$ cat config.mk
export PLATFORM = sky130hd
export DESIGN_NAME = aes128c_front
export DESIGN_NICKNAME = d
export VERILOG_FILES = /design/src/hdl/aes128c_pkg.sv /design/src/hdl/aes128c_front.sv
export SDC_FILE = /design/constraint.sdc
export NUM_CORES = 1
export LEC_CHECK = 0
export BUFFER_PORTS_ARGS = -buffer_cell sky130_fd_sc_hd__buf_4
export CORE_ASPECT_RATIO = 1.75
export CORE_UTILIZATION = 52
export CTS_BUF_LIST = sky130_fd_sc_hd__clkbuf_8
export DETAILED_ROUTE_END_ITERATION = 8
export PLACE_DENSITY = 0.8
export SYNTH_ARGS = -nofsm -noshare
export SYNTH_HDL_FRONTEND = slang
export SYNTH_SLANG_ARGS = --single-unit
$ cat constraint.sdc
create_clock -name i_clk -period 4.2 [get_ports i_clk]
set_input_delay 0.42 -clock i_clk [delete_from_list [all_inputs] [get_ports i_clk]]
set_output_delay 0.42 -clock i_clk [all_outputs]
set_load 0.005 [all_outputs]
$ cat src/hdl/aes128c_pkg.sv
`default_nettype none
package aes128c_pkg;

    localparam int unsigned FifoDepth = 4;
    localparam int unsigned PtrW      = $clog2(FifoDepth);
    localparam logic [3:0]  LastRound = 4'd10;
    localparam logic [1:0]  RegKeyHi  = 2'd0;
    localparam logic [1:0]  RegKeyLo  = 2'd1;
    localparam logic [1:0]  RegNonce  = 2'd2;

    // one queued byte: keystream position, and counter when a new block starts
    typedef struct packed {
        logic [7:0]   data;
        logic [3:0]   pos;
        logic         new_blk;
        logic [127:0] ctr;
    } t_entry;

    localparam logic [0:255][7:0] SBOX = {
        128'h637c777bf26b6fc53001672bfed7ab76, 128'hca82c97dfa5947f0add4a2af9ca472c0,
        128'hb7fd9326363ff7cc34a5e5f171d83115, 128'h04c723c31896059a071280e2eb27b275,
        128'h09832c1a1b6e5aa0523bd6b329e32f84, 128'h53d100ed20fcb15b6acbbe394a4c58cf,
        128'hd0efaafb434d338545f9027f503c9fa8, 128'h51a3408f929d38f5bcb6da2110fff3d2,
        128'hcd0c13ec5f974417c4a77e3d645d1973, 128'h60814fdc222a908846eeb814de5e0bdb,
        128'he0323a0a4906245cc2d3ac629195e479, 128'he7c8376d8dd54ea96c56f4ea657aae08,
        128'hba78252e1ca6b4c6e8dd741f4bbd8b8a, 128'h703eb5664803f60e613557b986c11d9e,
        128'he1f8981169d98e949b1e87e9ce5528df, 128'h8ca1890dbfe6426841992d0fb054bb16
    };

    function automatic logic [7:0] xtime(input logic [7:0] a);
        return {a[6:0], 1'b0} ^ (a[7] ? 8'h1b : 8'h00);
    endfunction

    // byte i of a block sits at bits 127-8i..120-8i
    function automatic logic [127:0] round_fn(input logic [127:0] s, input logic last);
        logic [127:0] t;
        logic [127:0] m;
        logic [7:0]   a0, a1, a2, a3;
        for (int c = 0; c < 4; c++) begin
            for (int i = 0; i < 4; i++) begin
                t[127 - 8 * (i + 4 * c) -: 8] = SBOX[s[127 - 8 * (i + 4 * ((c + i) % 4)) -: 8]];
            end
        end
        for (int c = 0; c < 4; c++) begin
            a0 = t[127 - 32 * c -: 8];
            a1 = t[119 - 32 * c -: 8];
            a2 = t[111 - 32 * c -: 8];
            a3 = t[103 - 32 * c -: 8];
            m[127 - 32 * c -: 8] = xtime(a0) ^ xtime(a1) ^ a1 ^ a2 ^ a3;
            m[119 - 32 * c -: 8] = a0 ^ xtime(a1) ^ xtime(a2) ^ a2 ^ a3;
            m[111 - 32 * c -: 8] = a0 ^ a1 ^ xtime(a2) ^ xtime(a3) ^ a3;
            m[103 - 32 * c -: 8] = xtime(a0) ^ a0 ^ a1 ^ a2 ^ xtime(a3);
        end
        return last ? t : m;
    endfunction

    function automatic logic [127:0] key_step(input logic [127:0] k, input logic [7:0] rcon);
        logic [31:0] rot;
        logic [31:0] tw;
        logic [31:0] w0, w1, w2, w3;
        rot = {k[23:0], k[31:24]};
        tw  = {SBOX[rot[31:24]] ^ rcon, SBOX[rot[23:16]], SBOX[rot[15:8]], SBOX[rot[7:0]]};
        w0  = k[127:96] ^ tw;
        w1  = k[95:64] ^ w0;
        w2  = k[63:32] ^ w1;
        w3  = k[31:0] ^ w2;
        return {w0, w1, w2, w3};
    endfunction

endpackage
`default_nettype wire

$ cat src/hdl/aes128c_front.sv
`default_nettype none
module aes128c_front (
    input  wire logic                  i_clk,
    input  wire logic                  i_rst_n,
    input  wire logic                  i_valid,
    output logic                       o_ready,
    input  wire logic [7:0]            i_data,
    input  wire logic                  i_restart,
    input  wire logic [63:0]           i_nonce,
    input  wire logic                  i_q_full,
    output logic                       o_push,
    output aes128c_pkg::t_entry        o_entry
);
    logic [127:0] r_ctr, n_ctr;
    logic [3:0]   r_pos, n_pos;
    logic [127:0] ctr_use;
    logic [3:0]   pos_use;

    assign o_ready = !i_q_full;
    assign o_push  = i_valid && !i_q_full;
    assign ctr_use = i_restart ? {i_nonce, 64'd0} : r_ctr;
    assign pos_use = i_restart ? 4'd0 : r_pos;

    always_comb begin
        o_entry.data    = i_data;
        o_entry.pos     = pos_use;
        o_entry.new_blk = (pos_use == 4'd0);
        o_entry.ctr     = ctr_use;
        n_ctr = r_ctr;
        n_pos = r_pos;
        if (o_push) begin
            n_ctr = o_entry.new_blk ? ctr_use + 128'd1 : ctr_use;
            n_pos = pos_use + 4'd1;
        end
    end

    always_ff @(posedge i_clk) begin
        if (!i_rst_n) begin
            r_ctr <= '0;
            r_pos <= '0;
        end else begin
            r_ctr <= n_ctr;
            r_pos <= n_pos;
        end
    end
endmodule
`default_nettype wire

==> metrics, run 1 <==
outcome=completed; Tightest Pin Transition=0.8691 ns; Post-route DRC=0; CTS max path bufs=2; YS warnings=0; PostCTS Resize Cnt=0; setup repair bufs after CTS=0; core area=19,280 sq um; initial antenna violation count=2; dpl cells=1,801; vias in the first global route=11,800; H-tree Lvls=4; dpl hpwl=35.17 mm; Clock Latency Late Sink=0.49 ns; Unique masters post-synth=73; Post-Route WL=46.07 mm; cell count after synthesis=1,399; Nets=1,659; total track usage=45.55%; Layout Skew=0.01322 ns; number of port buffers=203; Post-synth ARST share=0%; fmax=0.2960 GHz; switching part of the total power=28.97%; first-pass GRT wire length=68.05 mm; cts bufs inserted=17; CTS tree=done; internal power=2.116 mW; post-synthesis sequential area ratio=25.67%; pwr dens=239.5 nW/um^2; Routed Antenna Nets=0; Reg area=2643 sq um; Site Rows=67; vias post-DR=12,100; filler cell count=1,760; Ports=220; Pre-Repair DR Iteration Count=6; share of the core filled with cells=64.51%; Worst setup SP type=flop; max-cap violation count=0; multi-input logic area=7096 sq um; Leak=4.949 nW; final period utilization=80.43%; multiplexer share of the synthesized area=6.612%; clock slew at reported path FFs=0.08 ns; # hold bufs at CTS=0; final setup fails=0; area delta synth->final=20.82%; CTS Sinks=132; largest family of logic cells by synthesized area=simple AND/OR/NAND/NOR gates; Die Y=188.1 um; fin crit period=3.378 ns; die area=20,390 sq um; setup repair after global routing missed its margin=false; Final Hold Viols=0; share of cells above drive strength 1=22.05%; VDD IR max=227.1 uV; die width=108.4 um; post-synthesis xor/xnor area fraction=6.721%; crit end category=flop; syn avg cell area=7.359 sq um; Simple-Gate Fraction of Synth Area=45.88%; setup TNS=0 ns; Initial Utilization=53.39%; Remaining Overflow, GRT=0; Seq pwr share=43.8%; Seq cells post-synth=132; complex-gate fraction of the synthesized area=9.273%; top_reg_cell synth=dfxtp_1; Synthesized Nets=1,479; vias per inst=6.592; crit path kind=flop to flop; Worst EP arrival=3.76 ns; Worst Hold Class=input port to flop; initial DRC count=1,189; combinational share of power=16.0%; placed inst area=12,010 sq um; Post-Synthesis Cell Area=10,290 sq um; routability congestion estimate=1.076; critical path required time=4.59 ns; pre-CTS WS=0.4117 ns; Clock power frac=40.2%; Psw=0.8631 mW; adder-cell area share of the yosys netlist=0.3646%; number of synthesized flops with an enable pin=0; Final Non-Filler Cells=1,835; clock root cell=clkbuf_8; Slew HR=41.45%; final slew viol count=0; PnR worst setup slack=0.8218 ns; pin count of the biggest net entering global routing=62; final instance area=12,440 sq um; drt wl/cell=25.11 um; Crit Path Max Fanout=9
-- metal layers --
metal | vias to the layer above | GRT usage (%) | share of wire, %
li1 | 5399 | - | -
met1 | 5627 | 41.31 | 31
met5 | - | 0 | 0
met3 | 313 | 10.15 | 7.6
met2 | 757 | 78.64 | 49
met4 | 0 | 47.82 | 12
-- registers in the layout (all words and copies together), names as in the netlist --
register / count
r_pos: 4
r_ctr: 128
-- cell type report --
type | count | share of cell area (%)
clock buffers | 21 | 2.324
multi-input cells | 1149 | 57.05
well taps | 241 | 2.424
repair buffers | 245 | 14.82
inverters | 34 | 1.026
clock inverters | 11 | 1.076
flip-flops and latches | 132 | 21.25
diodes | 2 | 0.04024
-- Yosys cell counts (all sizes together), types with 15 or more instances --
cell	count	area (sq um)
nand2	210	790.8
nand3	149	745.7
dfxtp	132	2643
nor2	120	457.9
nand4	72	450.4
nor2b	66	412.9
o21ai	50	250.2
clkbuf	49	183.9
xnor2	43	376.6
nor3	41	237.7
mux2	40	450.4
nor4	36	314.1
xor2	36	315.3
buf	35	252.7
and3	33	206.5
inv	32	120.1
mux2i	23	230.2
a21oi	22	110.1
nand3b	22	177.7
nand4b	22	252.7
a22oi	16	130.1
and2	15	93.84
-- critical path: stages, from the launching register on --
cell and delay, ns:
dfxtp_1 0.34, nor2b_1 0.18, inv_1 0.09, ha_1 0.21, or4b_4 0.55, nor3_4 0.26, nand3_1 0.10, or4_1 0.72
nor3_4 0.53, mux2i_1 0.25, nand2_1 0.06
-- cells by family after synthesis --
kind of cell | after synthesis
AOI/OAI and AO/OA | 145
xor gates and xnor gates | 79
adders and majority gates | 3
buffers and inverters | 118
DFF | 132
muxes | 63
and+or+nand+nor | 859
-- worst paths after layout --
path               startpoint         end  slack [ns]  cells past startpoint
setup / recovery     r_pos[0]   r_ctr[98]        0.82                     10
setup reg to reg     r_pos[0]   r_ctr[98]        0.82                     10
hold / removal    i_nonce[14]   r_ctr[78]        0.31                      4
hold reg to reg    r_ctr[118]  r_ctr[118]        0.47                      2
-- placed cells by master, fill, tap and decap left out, drive strengths merged, types with 5 or more instances in the layout --
cell    synthesis  final
a211o           5      5
a211oi          6      6
a21oi          22     22
a22oi          16     16
a311o           5      5
a31oi           5      5
and2           15     15
and3           33     33
and4            8      8
and4b           5      5
buf            35    245
clkbuf         49     21
dfxtp         132    132
inv            32     36
mux2           40     40
mux2i          23     23
nand2         210    210
nand2b         12     12
nand3         149    149
nand3b         22     22
nand4          72     72
nand4b         22     22
nor2          120    120
nor2b          66     66
nor3           41     41
nor4           36     36
nor4b           5      5
o211ai         10     10
o21ai          50     50
or3            11     11
or4            14     14
xnor2          43     43
xor2           36     36
-- through the flow --
step / total power [mW] / hold slack, ns
global route: 3.042 / 0.3472
finish: 2.979 / 0.3071
floorplan: 1.578 / 0.4212
global placement: 1.792 / 0.4358
detailed placement: 1.796 / 0.4523
CTS: 2.964 / 0.3022
-- power groups by stage --
stage / clock network, mW / registers, mW / logic, mW
after floorplan: 0 / 1.32 / 0.255
final: 1.20 / 1.31 / 0.476
after global routing: 1.24 / 1.31 / 0.499
after CTS: 1.20 / 1.30 / 0.465
after global placement: 0 / 1.33 / 0.460
after detailed placement: 0 / 1.33 / 0.463
Note: power is estimated with default switching activity, not from simulation.
==> run 2, diff against run 1 <==
- CORE_UTILIZATION: 52 -> 57
- PLACE_DENSITY: 0.8 -> 0.83
- clock period: 4.2 -> 3.15 ns (I/O delays scaled with it)
==> run 2 against run 1 <==
  * Total power grew 30%
  * Via count is 7.0% higher
  * Non-clock buffer count up 86
  * Die area is 8.6% lower
  * Global-route usage increased by 4.9 points
  * Wire length is 2.3% higher
  * Hold slack worse by 0.089 ns
  * Largest cell class unchanged
==> metrics, run 2 (same netlist as run 1, synthesis figures left out) <==
VDD IR max=277.8 uV (+22%); Pre-Repair DR Iteration Count=6 (unchanged); H-tree Lvls=4 (unchanged); # hold bufs at CTS=0 (unchanged); Worst path top cell family by delay=simple AND/OR/NAND/NOR gates; commonest non-fill, non-tap cell in the layout=buf_4; max-cap violation count=0 (unchanged); share of the core filled with cells=75.25% (+11 points); Max stage delay on crit path=0.58 ns (-0.14 ns); clock slew at reported path FFs=0.08 ns (about the same); PnR worst setup slack=0.1223 ns (-0.6995 ns); routability congestion estimate=1.087 (+1.0%); filler cell count=1,386 (-21%); Layout Skew=0.01313 ns (-0.00009470 ns); vias per inst=6.776 (+2.8%); vias post-DR=12,940 (+7.0%); Nets=1,745 (+5.2%); drt wl/cell=24.66 um (-1.8%); CTS Sinks=132 (unchanged); fmax=0.3303 GHz (+12%); critical path, cell by cell=nor2b_1, inv_1, ha_4, or3b_4, or4_1, nor4_2, and4bb_4, nand3_2, mux2i_1, nand2_1; CTS tree=done; CTS max path bufs=2 (unchanged); Top reg by flops=r_ctr; Die Y=179.8 um (-4.4%); pre-CTS WS=0.09865 ns (-0.3131 ns); vias in the first global route=12,920 (+9.5%); Worst setup SP type=flop; pwr dens=292.3 nW/um^2 (+22%); Final Hold Viols=0 (unchanged); Remaining Overflow, GRT=0 (unchanged); final instance area=13,260 sq um (+6.6%); total track usage=50.45% (+4.9 points); outcome=completed; max reg flops=128 (unchanged); Crit Path Max Fanout=5 (-4); Initial Utilization=58.44% (+5.0 points); critical path required time=3.53 ns (-1.06 ns); pin count of the biggest net entering global routing=65 (+4.8%); crit end category=flop; Worst path slowest cell=or4_1; Slew HR=47.70% (+6.3 points); dpl hpwl=35.86 mm (+2.0%); fin crit period=3.028 ns (-0.3505 ns); first-pass GRT wire length=71.75 mm (+5.4%); Worst Hold Class=input port to flop; Tightest Pin Transition=0.7844 ns (-0.08468 ns); placed inst area=12,860 sq um (+7.1%); die area=18,620 sq um (-8.6%); initial DRC count=1,268 (+6.6%); area delta synth->final=28.77%; die width=103.6 um (-4.4%); final slew viol count=0 (unchanged); cts bufs inserted=17 (unchanged); Post-Route WL=47.11 mm (+2.3%); setup repair after global routing missed its margin=false; Site Rows=64 (-4.5%); final setup fails=0 (unchanged); Total Power=3.875 mW (+30%); Leak=5.478 nW (+11%); Bufs and invs on worst path=1 (unchanged); number of port buffers=203 (unchanged); Ports=220 (unchanged); Clock Latency Late Sink=0.49 ns (about the same); PostCTS Resize Cnt=0 (unchanged); Hold WS=0.2179 ns (-0.08919 ns); clock root cell=clkbuf_8; Worst EP arrival=3.41 ns (-0.35 ns); crit path kind=flop to flop; initial antenna violation count=1 (-1); final period utilization=96.12% (+16 points); core area=17,620 sq um (-8.6%); setup repair bufs after CTS=0 (unchanged); share of cells above drive strength 1=27.06% (+5.0 points); largest registers=r_ctr (128), r_pos (4); setup TNS=0 ns (unchanged); commonest cells after routing, fill and taps aside=325 x buf_4, 208 x nand2_1, 148 x nand3_1, 132 x dfxtp_1, 116 x nor2_1; dpl cells=1,877 (+4.2%); Post-route DRC=0 (unchanged); Final Non-Filler Cells=1,910 (+4.1%); Routed Antenna Nets=0 (unchanged)
## run 2: changes by cell type in the layout (fill, tap and decap cells not counted), sizes merged
| cell | change |
|---|---|
| buf | +85 |
| clkinv | +3 |
| bufinv | -1 |
| clkbuf | -1 |
| clkinvlp | -1 |
| diode | -1 |
| inv | +1 |
## run 2: power by group
group          switching (mW)  total [mW]  leakage [nW]  internal [mW]
sequential             0.0401        1.74          1.07           1.70
combinational           0.379       0.668          4.20          0.289
clock                   0.737        1.46         0.206          0.727
## run 2: worst reg2reg max path, delay by kind of cell, from the launching register on
kind | cells | cell delay [ns]
flip-flops | 1 | 0.33
AND/OR/NAND/NOR | 7 | 2.17
multiplexers | 1 | 0.20
adder cells (fa/ha/maj) | 1 | 0.14
buffers and inverters | 1 | 0.08
## run 2: layer usage
| metal | track usage (%) | share of wire [%] |
|---|---|---|
| met5 | 0 | 0 |
| met4 | 54.38 | 12 |
| met3 | 13.49 | 9.5 |
| met2 | 87.06 | 48 |
| met1 | 45.45 | 30 |
## run 2: layout make-up
type / count / area [sq um] / area share, %
Antenna cell: 1 / 2.502 / 0.01888
Clock buffer: 19 / 261.5 / 1.973
Clock inverter: 13 / 118.9 / 0.8966
Inverter: 34 / 127.6 / 0.9627
Multi-Input combinational cell: 1149 / 7261 / 54.77
Sequential cell: 132 / 2643 / 19.93
Tap cell: 231 / 289.0 / 2.180
Timing Repair Buffer: 331 / 2554 / 19.26
## run 2: worst paths after layout
path | start | end | slack [ns] | depth (start not counted)
setup / recovery | r_pos[0] | r_ctr[99] | 0.12 | 10
hold / removal | i_nonce[14] | r_ctr[78] | 0.22 | 4
hold reg to reg | r_ctr[72] | r_ctr[72] | 0.48 | 2
setup reg to reg | r_pos[0] | r_ctr[99] | 0.12 | 10
