### src/hdl/aes128c_pkg.sv
`default_nettype none
package aes128c_pkg;

    localparam int unsigned FifoDepth = 4;
    localparam int unsigned PtrW      = $clog2(FifoDepth);
    localparam logic [3:0]  LastRound = 4'd10;
    localparam logic [1:0]  RegKeyHi  = 2'd0;
    localparam logic [1:0]  RegKeyLo  = 2'd1;
    localparam logic [1:0]  RegNonce  = 2'd2;

    // one queued byte: keystream position, and counter when a new block starts
    typedef struct packed {
        logic [7:0]   data;
        logic [3:0]   pos;
        logic         new_blk;
        logic [127:0] ctr;
    } t_entry;

    localparam logic [0:255][7:0] SBOX = {
        128'h637c777bf26b6fc53001672bfed7ab76, 128'hca82c97dfa5947f0add4a2af9ca472c0,
        128'hb7fd9326363ff7cc34a5e5f171d83115, 128'h04c723c31896059a071280e2eb27b275,
        128'h09832c1a1b6e5aa0523bd6b329e32f84, 128'h53d100ed20fcb15b6acbbe394a4c58cf,
        128'hd0efaafb434d338545f9027f503c9fa8, 128'h51a3408f929d38f5bcb6da2110fff3d2,
        128'hcd0c13ec5f974417c4a77e3d645d1973, 128'h60814fdc222a908846eeb814de5e0bdb,
        128'he0323a0a4906245cc2d3ac629195e479, 128'he7c8376d8dd54ea96c56f4ea657aae08,
        128'hba78252e1ca6b4c6e8dd741f4bbd8b8a, 128'h703eb5664803f60e613557b986c11d9e,
        128'he1f8981169d98e949b1e87e9ce5528df, 128'h8ca1890dbfe6426841992d0fb054bb16
    };

    function automatic logic [7:0] xtime(input logic [7:0] a);
        return {a[6:0], 1'b0} ^ (a[7] ? 8'h1b : 8'h00);
    endfunction

    // byte i of a block sits at bits 127-8i..120-8i
    function automatic logic [127:0] round_fn(input logic [127:0] s, input logic last);
        logic [127:0] t;
        logic [127:0] m;
        logic [7:0]   a0, a1, a2, a3;
        for (int c = 0; c < 4; c++) begin
            for (int i = 0; i < 4; i++) begin
                t[127 - 8 * (i + 4 * c) -: 8] = SBOX[s[127 - 8 * (i + 4 * ((c + i) % 4)) -: 8]];
            end
        end
        for (int c = 0; c < 4; c++) begin
            a0 = t[127 - 32 * c -: 8];
            a1 = t[119 - 32 * c -: 8];
            a2 = t[111 - 32 * c -: 8];
            a3 = t[103 - 32 * c -: 8];
            m[127 - 32 * c -: 8] = xtime(a0) ^ xtime(a1) ^ a1 ^ a2 ^ a3;
            m[119 - 32 * c -: 8] = a0 ^ xtime(a1) ^ xtime(a2) ^ a2 ^ a3;
            m[111 - 32 * c -: 8] = a0 ^ a1 ^ xtime(a2) ^ xtime(a3) ^ a3;
            m[103 - 32 * c -: 8] = xtime(a0) ^ a0 ^ a1 ^ a2 ^ xtime(a3);
        end
        return last ? t : m;
    endfunction

    function automatic logic [127:0] key_step(input logic [127:0] k, input logic [7:0] rcon);
        logic [31:0] rot;
        logic [31:0] tw;
        logic [31:0] w0, w1, w2, w3;
        rot = {k[23:0], k[31:24]};
        tw  = {SBOX[rot[31:24]] ^ rcon, SBOX[rot[23:16]], SBOX[rot[15:8]], SBOX[rot[7:0]]};
        w0  = k[127:96] ^ tw;
        w1  = k[95:64] ^ w0;
        w2  = k[63:32] ^ w1;
        w3  = k[31:0] ^ w2;
        return {w0, w1, w2, w3};
    endfunction

endpackage
`default_nettype wire

### src/hdl/aes128c_fifo.sv
`default_nettype none
module aes128c_fifo (
    input  wire logic                  i_clk,
    input  wire logic                  i_rst_n,
    input  wire logic                  i_push,
    input  wire aes128c_pkg::t_entry   i_entry,
    output logic                       o_full,
    input  wire logic                  i_pop,
    output logic                       o_valid,
    output aes128c_pkg::t_entry        o_entry
);
    aes128c_pkg::t_entry                r_mem [aes128c_pkg::FifoDepth];
    logic [aes128c_pkg::PtrW-1:0]       r_wr, r_rd;
    logic [aes128c_pkg::PtrW:0]         r_cnt;

    assign o_full  = (r_cnt == (aes128c_pkg::PtrW + 1)'(aes128c_pkg::FifoDepth));
    assign o_valid = (r_cnt != '0);
    assign o_entry = r_mem[r_rd];

    always_ff @(posedge i_clk) begin
        if (i_push) begin
            r_mem[r_wr] <= i_entry;
        end
    end

    always_ff @(posedge i_clk) begin
        if (!i_rst_n) begin
            r_wr  <= '0;
            r_rd  <= '0;
            r_cnt <= '0;
        end else begin
            if (i_push) begin
                r_wr <= r_wr + 1'b1;
            end
            if (i_pop) begin
                r_rd <= r_rd + 1'b1;
            end
            r_cnt <= r_cnt + (aes128c_pkg::PtrW + 1)'(i_push) - (aes128c_pkg::PtrW + 1)'(i_pop);
        end
    end
endmodule
`default_nettype wire

### config.mk
export PLATFORM = sky130hd
export DESIGN_NAME = aes128c_fifo
export DESIGN_NICKNAME = d
export VERILOG_FILES = /design/src/hdl/aes128c_pkg.sv /design/src/hdl/aes128c_fifo.sv
export SDC_FILE = /design/constraint.sdc
export NUM_CORES = 1
export LEC_CHECK = 0
export BUFFER_PORTS_ARGS = -buffer_cell sky130_fd_sc_hd__buf_2
export CAP_MARGIN = 20
export CELL_PAD_IN_SITES_DETAIL_PLACEMENT = 0
export CELL_PAD_IN_SITES_GLOBAL_PLACEMENT = 1
export CORE_MARGIN = 2
export CORE_UTILIZATION = 40
export CTS_CLUSTER_SIZE = 28
export DETAILED_ROUTE_END_ITERATION = 8
export PLACE_DENSITY = 0.76
export SLEW_MARGIN = 20
export SYNTH_ARGS = -nofsm -noshare
export SYNTH_HDL_FRONTEND = slang
export SYNTH_SLANG_ARGS = --single-unit
### constraint.sdc
create_clock -name i_clk -period 3.9 [get_ports i_clk]
set_input_delay 0 -clock i_clk [delete_from_list [all_inputs] [get_ports i_clk]]
set_output_delay 0 -clock i_clk [all_outputs]
set_load 0.01 [all_outputs]
==> results of run 1 <==
cells in the mapped netlist, types with 2 or more instances:
cell type	count
sky130_fd_sc_hd__nor2_1	5
sky130_fd_sc_hd__dfxtp_1	9
sky130_fd_sc_hd__inv_1	7
sky130_fd_sc_hd__buf_2	16
sky130_fd_sc_hd__and2_1	6
sky130_fd_sc_hd__clkbuf_1	5
sky130_fd_sc_hd__edfxtp_1	564
sky130_fd_sc_hd__buf_6	10
sky130_fd_sc_hd__xnor2_1	2
sky130_fd_sc_hd__mux4_2	141
sky130_fd_sc_hd__ha_1	6
sequential cells by signal, indices dropped and copies added, names as in the netlist, named ones only:
| register | count |
|---|---|
| r_cnt | 3 |
| r_mem | 564 |
| r_wr | 2 |
| r_rd | 2 |
timing repair:
item / CTS / global route
setup endpoints to repair: 0 / 0
hold endpoints to repair: 585 / 0
hold buffers: 144 / 0
resized for setup: 0 / 0
how the worst max path moves through the flow:
| stage | startpoint | end | slack, ns | cells after the start |
|---|---|---|---|---|
| 3_3_place_gp | flop | o_entry[127] | 1.84 | 3 |
| 4_1_cts | flop | o_entry[137] | 1.15 | 3 |
| 2_1_floorplan | r_wr[0] | r_mem[2][0] | 1.18 | 3 |
| 6_report | flop | o_entry[122] | 1.30 | 3 |
| 3_5_place_dp | flop | o_entry[137] | 1.82 | 3 |
| 5_1_grt | flop | o_entry[99] | 1.05 | 3 |
power groups by stage:
stage	clock network (mW)	logic (mW)	registers (mW)
after floorplan	0	0.763	7.27
after global placement	0	1.28	7.28
after detailed placement	0	1.29	7.29
after CTS	5.97	1.42	7.16
after global routing	6.19	1.51	7.18
final	5.81	1.39	7.16
layout by cell type (no fill, tap or decap), types with 2 or more instances in the layout:
cell / n
sky130_fd_sc_hd__and2_4: 4
sky130_fd_sc_hd__inv_1: 7
sky130_fd_sc_hd__clkinv_1: 10
sky130_fd_sc_hd__xnor2_1: 2
sky130_fd_sc_hd__buf_2: 287
sky130_fd_sc_hd__inv_6: 2
sky130_fd_sc_hd__nor2_1: 5
sky130_fd_sc_hd__clkbuf_16: 59
sky130_fd_sc_hd__clkinvlp_4: 5
sky130_fd_sc_hd__dlygate4sd3_1: 144
sky130_fd_sc_hd__ha_1: 6
sky130_fd_sc_hd__clkinv_4: 3
sky130_fd_sc_hd__dfxtp_1: 7
sky130_fd_sc_hd__buf_4: 3
sky130_fd_sc_hd__edfxtp_1: 564
sky130_fd_sc_hd__dfxtp_4: 2
sky130_fd_sc_hd__clkinv_2: 8
sky130_fd_sc_hd__mux4_2: 141
sky130_fd_sc_hd__and2_1: 2
sky130_fd_sc_hd__bufinv_16: 12
sky130_fd_sc_hd__buf_12: 9
sky130_fd_sc_hd__clkbuf_1: 6
cell families after synthesis:
family | Yosys count | synth area share, %
DFF | 573 | 82.4
muxes | 142 | 15.3
buffers and inverters | 39 | 1.17
and+or+nand+nor | 14 | 0.368
adders and majority gates | 7 | 0.458
xor gates and xnor gates | 3 | 0.199
AOI/OAI and AO/OA | 2 | 0.0723
layout make-up:
| type | instances | area [um2] |
|---|---|---|
| clock buffer | 65 | 1500 |
| inverter | 7 | 26.3 |
| multi-input combinational | 168 | 3420 |
| tap | 680 | 851 |
| sequential | 573 | 17100 |
| fill | 4021 | 24800 |
| timing repair buffer | 443 | 3080 |
| clock inverter | 41 | 531 |
stage by stage:
step | util [%] | worst slack (ns) | instance area (um2) | power (mW)
after global routing | 51.7 | 1.05 | 26500 | 14.9
final | 51.7 | 1.30 | 26500 | 14.4
after CTS | 51.7 | 1.15 | 26500 | 14.5
after floorplan | - | 1.18 | 20800 | 8.03
after detailed placement | 45.0 | 1.82 | 23100 | 8.59
after global placement | 45.0 | 1.84 | 23100 | 8.55
metal layers:
layer | part of all wire, % | wire length, um
met4 | 1.9 | 768
met1 | 42 | 17100
met3 | 8.0 | 3260
met5 | 0.032 | 13
met2 | 48 | 19800
==> reports/qor.log, run 1 <==
INFO  clocking       clk_pin_slew_worst_paths=0.06ns
INFO  sta            clock-skew-final=0.0222ns
INFO  placed_design  portBuffers=287
INFO  clocking       cts.sink_count=573
INFO  global_route   first_pass_grt_wire_length=62200um
INFO  layout         antenna_cells=0
INFO  worst_setup_path cp_data_arrival_time=2.60ns
INFO  power_and_ir_drop clock_network_fraction_of_design_power=40.5%
INFO  floorplanning  die-area=53800um2
INFO  clocking       clk-insertion-delay-late=0.59ns
INFO  clocking       deepest_level_of_the_cts_h_tree=2
INFO  sta            hold_slack=0.149ns
INFO  sta            timing_hold_violations_final=0
INFO  layout         nets=1402
INFO  logic_synthesis ys_ff_latch=573
INFO  sta            min_period=2.60ns
INFO  drt            vias_per_cell=4.98
INFO  power_and_ir_drop sw_frac_of_total=21.2%
INFO  logic_synthesis netlist_top_cells_area=sky130_fd_sc_hd__edfxtp_1 (82%), sky130_fd_sc_hd__mux4_2 (15%), sky130_fd_sc_hd__dfxtp_1 (0.87%)
INFO  clocking       cts_root_buffer=sky130_fd_sc_hd__clkbuf_16
INFO  worst_setup_path worst_r2r_startpoint=r_wr[0]
INFO  logic_synthesis synthDominantAreaCellType=sky130_fd_sc_hd__edfxtp_1
INFO  drt            drt.antenna.violating_nets=0
INFO  global_route   gr-usage-met2=24.9%
INFO  global_route   overflow_after_grt=0
INFO  power_and_ir_drop power.density_cell_area=541nW/um2
INFO  hold_path      hp-start=i_entry[5]
INFO  drt            number_of_optimization_iterations_in_the_first_detailed_route_pass=4
INFO  sta            maxClockFrequency=0.385GHz
INFO  power_and_ir_drop seq_power_share=49.9%
INFO  layout         stdcell_count=1977
INFO  layout         post_route_cells_drive_above_1_share=41.4%
INFO  sta            worst_pin_slew=0.928ns
INFO  sta            report.final.setup_viol=0
INFO  sta            max_slew_headroom=38.2%
INFO  power_and_ir_drop irDropWorstVdd=492uV
INFO  power_and_ir_drop power_switching=3.05mW
INFO  worst_setup_path max_stage_delay=0.68ns
INFO  logic_synthesis syn_avg_cell_area=26.6um2
INFO  hold_path      hold_depth=2
INFO  drt            drt-wirelength-per-cell=20.7um
INFO  worst_setup_path cpLargestDelayFamily=buffers and inverters
INFO  power_and_ir_drop total_leakage_power=8.98nW
INFO  floorplanning  die_w=232um
INFO  global_route   grt_antenna_before_repair=1
INFO  worst_setup_path reg2reg_to=r_mem[0][103]
INFO  floorplanning  floorplan.core_area=51300um2
INFO  hold_path      timing.hold.worst_endpoint=r_mem[3][5]
INFO  global_route   grt_start_max_net_pins=142
INFO  worst_setup_path worst-endpoint-required=3.90ns
INFO  logic_synthesis synth_top_cell_area_share=81.5%
INFO  layout         area.growth.synth_to_final=27.7%
INFO  global_route   use_met1=20.3%
INFO  logic_synthesis yosysUniqueCellTypes=20
INFO  logic_synthesis netlist_area=20800um2
INFO  run_status     run_status=complete, no violations
INFO  logic_synthesis synth-warning-count=0
INFO  logic_synthesis synthArstFlopShare=0%
INFO  sta            rsz0062_at_grt=no
INFO  worst_setup_path crit_type=reg -> out
INFO  clocking       cts_buffers=57
INFO  global_route   globalRouteTotalUtil=15.3%
INFO  worst_setup_path slowest_stage=sky130_fd_sc_hd__dfxtp_4
INFO  hold_path      hold_class=in -> reg
INFO  power_and_ir_drop pwr-share-comb=9.7%
INFO  logic_synthesis syn-instance-count=780
INFO  worst_setup_path path_buf_inv=2
INFO  placed_design  dp.cells=1727
INFO  drt            aggregate_routed_wire_length=40900um
INFO  worst_setup_path critical_path.startpoint_type=flop
INFO  floorplanning  num_rows=83
INFO  logic_synthesis ys_dominant_reg_cell=sky130_fd_sc_hd__edfxtp_1
INFO  logic_synthesis syn_nets=932
INFO  clocking       cts-root-to-sink-buffers=3
INFO  sta            maxSlewViolCount=0
INFO  power_and_ir_drop power_report.internal_total=11.3mW
INFO  logic_synthesis synth_seq_area_share=82.4%
INFO  sta            final_cycle_utilization_of_the_critical_path=66.7%
INFO  worst_setup_path r2r_setup_slack=1.88ns
INFO  global_route   layer_with_the_highest_usage=met2
INFO  worst_setup_path critical_path.endpoint_type=output port
INFO  floorplanning  start_util=40.5%
INFO  clocking       cts_tree=done
INFO  floorplanning  die_h=232um
INFO  placed_design  hpwlAfterDp=22400um
INFO  global_route   grt_pass1_vias=10800
INFO  worst_setup_path critical_path_peak_fanout=27
INFO  drt            initial_drc_count=569
INFO  worst_setup_path r2r.worst_path.cells=4
INFO  job            timing.max_cap.violations=0
INFO  floorplanning  boundaryPins=288
INFO  drt            drc=0
INFO  global_route   globalRouteMet3Util=4.70%
INFO  placed_design  gp_routability_congestion=0.713
INFO  clocking       post-cts-setup-buffer-count=0
INFO  worst_setup_path crit_path_cell_trace=buf_4 > mux4_2 > buf_2
INFO  sta            totalNegativeSetupSlack=0ns
INFO  logic_synthesis number_of_enable_type_register_cells_in_the_synthesized_netlist=564
INFO  drt            num_vias=9845
Power figures use the tool's default switching activity.
==> inputs of run 2 (changes only) <==
PLACE_DENSITY = 0.73   (was 0.76)
clock period = 2.6 ns   (was 3.9 ns; I/O delays follow)
==> run 2 against run 1 <==
- non-clock buffer count grew 10
- critical endpoint is now o_entry[73]
- global-route usage grew 0.25 points
- total power rose by 46%
- first-iteration DRC count up 8.4%
- hold slack hardly changed
- sequential power grew 49%
- setup slack lost 0.96 ns
- clock-buffer cell count increased by 5
- critical path type unchanged
- final area down 0.17%
- flip-flop and latch count did not move
- final cell count is 0.71% higher
==> reports/qor.log, run 2 (same netlist as run 1, synthesis figures left out) <==
INFO  layout         layout_common_cells=sky130_fd_sc_hd__edfxtp_1 (564), sky130_fd_sc_hd__buf_2 (287), sky130_fd_sc_hd__dlygate4sd3_1 (145)
INFO  hold_path      hold_depth=2
INFO  sta            max_slew_headroom=42.3%
INFO  clocking       post-cts-setup-buffer-count=0
INFO  global_route   grt_pass1_vias=10400
INFO  floorplanning  num_rows=83
INFO  floorplanning  die_w=232um
INFO  drt            drc=0
INFO  global_route   globalRouteTotalUtil=15.6%
INFO  sta            hold_slack=0.150ns
INFO  floorplanning  floorplan.core_area=51300um2
INFO  power_and_ir_drop power.density_cell_area=791nW/um2
INFO  clocking       clk-insertion-delay-late=0.60ns
INFO  floorplanning  boundaryPins=288
INFO  global_route   grt_antenna_before_repair=8
INFO  sta            clock-skew-final=0.0246ns
INFO  sta            maxClockFrequency=0.442GHz
INFO  clocking       clk_pin_slew_worst_paths=0.06ns
INFO  placed_design  gp_routability_congestion=0.709
INFO  worst_setup_path r2r.worst_path.cells=4
INFO  power_and_ir_drop total_leakage_power=8.99nW
INFO  floorplanning  die-area=53800um2
INFO  layout         nets=1414
INFO  placed_design  hpwlAfterDp=24500um
INFO  placed_design  portBuffers=287
INFO  layout         area.growth.synth_to_final=27.5%
INFO  drt            num_vias=9806
INFO  worst_setup_path critical_path.endpoint_type=output port
INFO  sta            min_period=2.26ns
INFO  placed_design  detailedPlace.worstSlack=0.805ns
INFO  drt            initial_drc_count=617
INFO  job            timing.max_cap.violations=0
INFO  layout         post_route_cells_drive_above_1_share=41.8%
INFO  worst_setup_path crit_path_cell_trace=buf_4 > mux4_2 > buf_2
INFO  power_and_ir_drop post-layout-total-power=21.0mW
INFO  sta            final_cycle_utilization_of_the_critical_path=87.1%
INFO  clocking       cts-root-to-sink-buffers=3
INFO  worst_setup_path worst-endpoint-required=2.60ns
INFO  drt            aggregate_routed_wire_length=42000um
INFO  clocking       cts.sink_count=573
INFO  sta            rsz0062_at_grt=no
INFO  worst_setup_path critical_path_peak_fanout=15
INFO  global_route   grt_start_max_net_pins=114
INFO  clocking       cts_root_buffer=sky130_fd_sc_hd__clkbuf_16
INFO  sta            report.final.setup_viol=0
INFO  sta            timing_hold_violations_final=0
INFO  layout         mostFrequentLayoutCell=sky130_fd_sc_hd__edfxtp_1
INFO  drt            number_of_optimization_iterations_in_the_first_detailed_route_pass=4
INFO  sta            worst_pin_slew=0.866ns
INFO  run_status     run_status=complete, no violations
INFO  global_route   overflow_after_grt=0
INFO  layout         reg.largest.list=r_mem (564), r_cnt (3)
INFO  floorplanning  start_util=40.5%
INFO  worst_setup_path cp_data_arrival_time=2.26ns
INFO  floorplanning  die_h=232um
INFO  sta            totalNegativeSetupSlack=0ns
INFO  worst_setup_path slowest_stage=sky130_fd_sc_hd__mux4_2
INFO  drt            vias_per_cell=4.93
INFO  clocking       cts_tree=done
INFO  layout         largest_reg_flops=564
INFO  drt            drt-wirelength-per-cell=21.1um
INFO  power_and_ir_drop irDropWorstVdd=628uV
INFO  worst_setup_path crit_type=reg -> out
INFO  drt            drt.antenna.violating_nets=0
INFO  layout         regMostFlops=r_mem
INFO  worst_setup_path critical_path.startpoint_type=flop
INFO  sta            timing.final.ws_setup=0.336ns
INFO  hold_path      hold_class=in -> reg
INFO  sta            maxSlewViolCount=0
INFO  global_route   first_pass_grt_wire_length=62600um
INFO  clocking       cts_buffers=59
INFO  clocking       deepest_level_of_the_cts_h_tree=2
INFO  worst_setup_path max_stage_delay=0.58ns
[run 2: cell count changes in the layout (fill, tap and decap cells not counted), moves of 3 or more]
cell                         previous run  this run
sky130_fd_sc_hd__clkinv_2               8        20
sky130_fd_sc_hd__buf_4                  3         9
sky130_fd_sc_hd__bufinv_16             12         6
sky130_fd_sc_hd__clkbuf_1               6        11
sky130_fd_sc_hd__clkinv_1              10         5
sky130_fd_sc_hd__diode_2                0         4
sky130_fd_sc_hd__buf_12                 9        12
sky130_fd_sc_hd__clkinv_4               3         0
sky130_fd_sc_hd__clkinvlp_4             5         2
[run 2: repair_timing]
action	CTS	global route
hold endpoints to repair	573	0
hold buffers	145	0
gates resized for setup	0	0
setup endpoints to repair	0	0
[run 2: report_power, final]
| part | leakage, nW | switching (mW) | internal (mW) |
|---|---|---|---|
| logic | 2.81 | 1.09 | 1.04 |
| clock network | 0.925 | 3.34 | 4.74 |
| registers | 5.26 | 0.110 | 10.6 |
[run 2: per-layer routing]
metal / global-route usage, % / wire, um / vias up
met3: 4.81 / 3030 / 86
met4: 4.75 / 1220 / 8
met2: 24.8 / 20400 / 278
li1: - / - / 4342
met5: 0 / 52 / -
met1: 20.8 / 17300 / 5092
[run 2: final timing paths]
path,slack (ns),start,endpoint
worst max-delay path,0.34,flop,o_entry[73]
worst min-delay path,0.15,i_entry[15],r_mem[1][15]
worst max register to register,0.76,r_wr[0],r_mem[2][93]
worst min register to register,0.53,r_rd[0],flop
[run 2: area by class of cell]
type,instances,area (um2)
Fill cell,4062,24800
Sequential cell,573,17100
Multi-Input combinational cell,168,3420
Timing Repair Buffer,453,3200
Clock buffer,70,1520
Tap cell,680,851
Clock inverter,36,340
Inverter,7,26.3
Antenna cell,4,10.0
[run 2: worst max-delay path, delay by kind of cell, from the launching register on]
| family | cells | cell delay (ns) |
|---|---|---|
| multiplexers | 1 | 0.58 |
| flip-flops | 1 | 0.56 |
| buffers and inverters | 2 | 0.50 |
[run 2: through the flow]
stage	std cells	utilization, %	area (um2)
6_report	1991	51.6	26500
5_1_grt	1989	51.6	26500
4_1_cts	1987	51.6	26500
3_5_place_dp	1736	45.2	23200
3_3_place_gp	1736	45.2	23200
2_1_floorplan	780	-	20800
